$ cat src/design/bhpq_ram.sv
// Generic RAM: one write port, two read ports, registered read data.
module bhpq_ram #(
	parameter int WIDTH = 8,
	parameter int DEPTH = 16,
	localparam int AW = $clog2(DEPTH)
) (
	input  logic             clk,
	input  logic             we,
	input  logic [AW-1:0]    waddr,
	input  logic [WIDTH-1:0] wdata,
	input  logic [AW-1:0]    raddr_a,
	input  logic [AW-1:0]    raddr_b,
	output logic [WIDTH-1:0] rdata_a,
	output logic [WIDTH-1:0] rdata_b
);

	logic [WIDTH-1:0] mem [DEPTH];

	always_ff @(posedge clk) begin
		if (we) begin
			mem[waddr] <= wdata;
		end
		rdata_a <= mem[raddr_a];
		rdata_b <= mem[raddr_b];
	end

endmodule

$ cat config.mk
export PLATFORM = sky130hd
export DESIGN_NAME = bhpq_ram
export DESIGN_NICKNAME = d
export VERILOG_FILES = /design/src/design/bhpq_ram.sv
export SDC_FILE = /design/constraint.sdc
export NUM_CORES = 1
export LEC_CHECK = 0
export BUFFER_PORTS_ARGS = -buffer_cell sky130_fd_sc_hd__buf_4
export CELL_PAD_IN_SITES_DETAIL_PLACEMENT = 1
export CELL_PAD_IN_SITES_GLOBAL_PLACEMENT = 1
export CORE_ASPECT_RATIO = 1.2
export CORE_UTILIZATION = 45
export DETAILED_ROUTE_END_ITERATION = 12
export PLACE_DENSITY = 0.81
export SKIP_CTS_REPAIR_TIMING = 1
export SLEW_MARGIN = 10
export SYNTH_ARGS = -nofsm -noshare
export SYNTH_HDL_FRONTEND = slang
export SYNTH_SLANG_ARGS = --single-unit
export TNS_END_PERCENT = 100
$ cat constraint.sdc
create_clock -name clk -period 1.8 [get_ports clk]
set_clock_uncertainty 0.2 [all_clocks]
set_input_delay 0.27 -clock clk [delete_from_list [all_inputs] [get_ports clk]]
set_output_delay 0.27 -clock clk [all_outputs]
set_load 0.01 [all_outputs]
==> metrics.yaml <==
sta:
  fmax_ghz: 0.5708
  finalSetupViolations: 0
  worst_pin_slew_ns: 0.9036
  holdWs_ns: -0.01065
  finalCriticalPeriod_ns: 1.752
  min_period_over_period: 0.9733
  rsz0062_at_grt: "no"
  final_max_slew_viol_count: 0
  hold_viol: 8
  slew_headroom: 0.3964
pwr:
  clock_power_share: 0.430
  p_leak_uw: 0.002692
  switching_share: 0.2180
  vdd_drop_max_uv: 654.6
  p_per_area_nw_per_um2: 1019
  p_int_uw: 6109
  total_power_uw: 7812
  combPwrFrac: 0.086
  power.sequential.fraction: 0.484
  p_sw_uw: 1703
placed_design:
  port_buffers: 37
  gp_congestion: 0.8003
  postPlaceCellArea_sq_um: 7023
  placed_cells: 532
  dp_hpwl_microns: 10560
worst_setup_path:
  start_kind: "flip-flop"
  crit_chain: "mux4_4 > a22oi_1 > nand2_1"
  required_ns: 1.90
  critPathTopFamily: "multiplexers"
  max_stage_delay_ns: 0.60
  critPathKind: "flip-flop to flip-flop"
  critPathBufInv: 0
  endpoint_kind: "flip-flop"
  cpMaxStageDelayCell: "mux4_4"
  worstPathArrival_ns: 1.85
  crit_fanout: 2
cts:
  cts.sink_count: 144
  htreeDepth: 4
  cts_tree: "done"
  cts_inserted_buffers: 17
  clk_pin_slew_worst_paths_ns: 0.06
  clockBufferDepth: 2
  clk_latency_ns: 0.42
  cts_root_buf: "clkbuf_16"
route:
  wl_per_cell_microns: 27.57
  drtPass1Iterations: 5
  ant_nets: 0
  first_iter_violations: 182
  routed_wirelength_microns: 15750
  via_per_inst: 6.175
  drc: 0
  vias: 3526
synth:
  ys_warn_count: 0
  synth_nets: 329
  ys_ff_latch: 144
  synthesis.area_sq_um: 6346
  syn_area_per_cell_sq_um: 20.67
  syn_inst: 307
  synth_seq_area_share: 0.6562
  synth_cell_types: 20
flow_run:
  cap_violations: 0
worst_hold_path:
  hold_path.class: "input pin to flip-flop"
floorplan:
  dieArea_sq_um: 14580
  die_x_microns: 110.4
  die_h_microns: 132.1
  rows: 47
  core_area_sq_um: 13760
  initial_utilization: 0.4612
  ios: 38
grt:
  antenna_found_initial: 0
  grt_pass1_vias: 3856
  overflow: 0
  grt_usage: 0.2245
  grt_max_degree: 17
  grt_pass1_wl_microns: 23320
cells_and_area:
  fin_cells: 571
  postLayoutCellArea_sq_um: 7666
  drive_gt1_frac: 0.3575
  final_nets: 409
  antenna_cells: 0
  finish.utilization: 0.5571
  area_growth_pct: 20.80
outcome:
  status: "complete, but fails checks"
  violations: "hold timing"
[metal layers]
metal	global-route usage	routed length, microns	vias to the layer above
li1	-	-	1500
met2	0.3989	8686	133
met1	0.2614	5701	1876
met5	0	0	-
met3	0.04046	999	17
met4	0.1119	357	0
[registers in the layout (all words and copies together) (netlist names)]
signal   flops
rdata_b      8
rdata_a      8
mem        128
[power by group through the flow]
stage               clock [uW]  combinational [uW]  sequential (uW)
detailed placement           0                 655             3850
finish                    3360                 668             3780
global route              3520                 707             3790
global placement             0                 631             3850
floorplan                    0                 338             3860
CTS                       3410                 663             3780
[metrics by stage]
stage / setup TNS (ns) / setup WS (ns)
3_3_place_gp: -0.6814 / -0.1765
2_1_floorplan: 0 / 0.06385
4_1_cts: 0 / 0.07591
5_1_grt: 0 / 0.03300
3_5_place_dp: -1.077 / -0.1909
6_report: 0 / 0.04804
[cell type report]
type                       instances  area, sq um
timing repair buffer              81        700.7
clock buffer                      18        429.2
sequential                       144         4164
tap                              171        214.0
clock inverter                    14        143.9
fill                            1237         6095
multi-input combinational        143         2014
[kinds of logic (layout without fill, tap and decap cells)]
logic type             count (synthesis)  after routing  synth area share
AND/OR/NAND/NOR                       47             47           0.03430
multiplexers                          64             64            0.2445
AO/OA/AOI/OAI                         32             32           0.03785
flip-flops                           144            144            0.6562
buffers and inverters                 20            113           0.02721
[cells in the final DEF, fill, tap and decap left out]
| cell type | n |
|---|---|
| clkbuf_1 | 1 |
| dfxtp_1 | 16 |
| nor2b_1 | 2 |
| buf_4 | 68 |
| buf_12 | 6 |
| nand3_1 | 1 |
| clkbuf_16 | 17 |
| clkinv_4 | 3 |
| nand2_1 | 17 |
| nor3_2 | 1 |
| nand3b_1 | 2 |
| dlygate4sd3_1 | 7 |
| a22oi_1 | 32 |
| and2b_1 | 2 |
| nor2_1 | 14 |
| mux4_1 | 28 |
| clkinv_2 | 4 |
| or3b_2 | 1 |
| mux4_4 | 2 |
| nor3_1 | 3 |
| and2_1 | 2 |
| clkinvlp_4 | 5 |
| bufinv_16 | 2 |
| edfxtp_1 | 128 |
| nand2b_1 | 2 |
| mux4_2 | 34 |
[worst paths after layout]
kind         slack [ns]  cells past startpoint       start    endpoint
min               -0.01                      1    wdata[6]   mem[5][6]
max reg2reg        0.05                      3   mem[1][7]  rdata_b[7]
min reg2reg        0.51                      3  mem[12][3]  rdata_a[3]
max                0.05                      3   mem[1][7]  rdata_b[7]
[synthesized netlist by cell type]
cell	n	area, sq um
or3b_2	1	8.760
nor3_1	4	20.02
buf_6	6	67.56
nand3b_1	2	15.01
buf_2	6	30.03
mux4_1	28	735.7
and2b_1	2	15.01
dfxtp_1	16	320.3
nand3_1	1	5.000
mux4_2	34	765.7
nand2_1	17	63.81
a22oi_1	32	240.2
nor2_1	14	52.55
nand2b_1	2	12.51
buf_4	2	15.01
clkdlybuf4s25_2	6	60.06
and2_1	2	12.51
nor2b_1	2	12.51
mux4_4	2	50.05
edfxtp_1	128	3844
(Power assumes the default switching activity.)
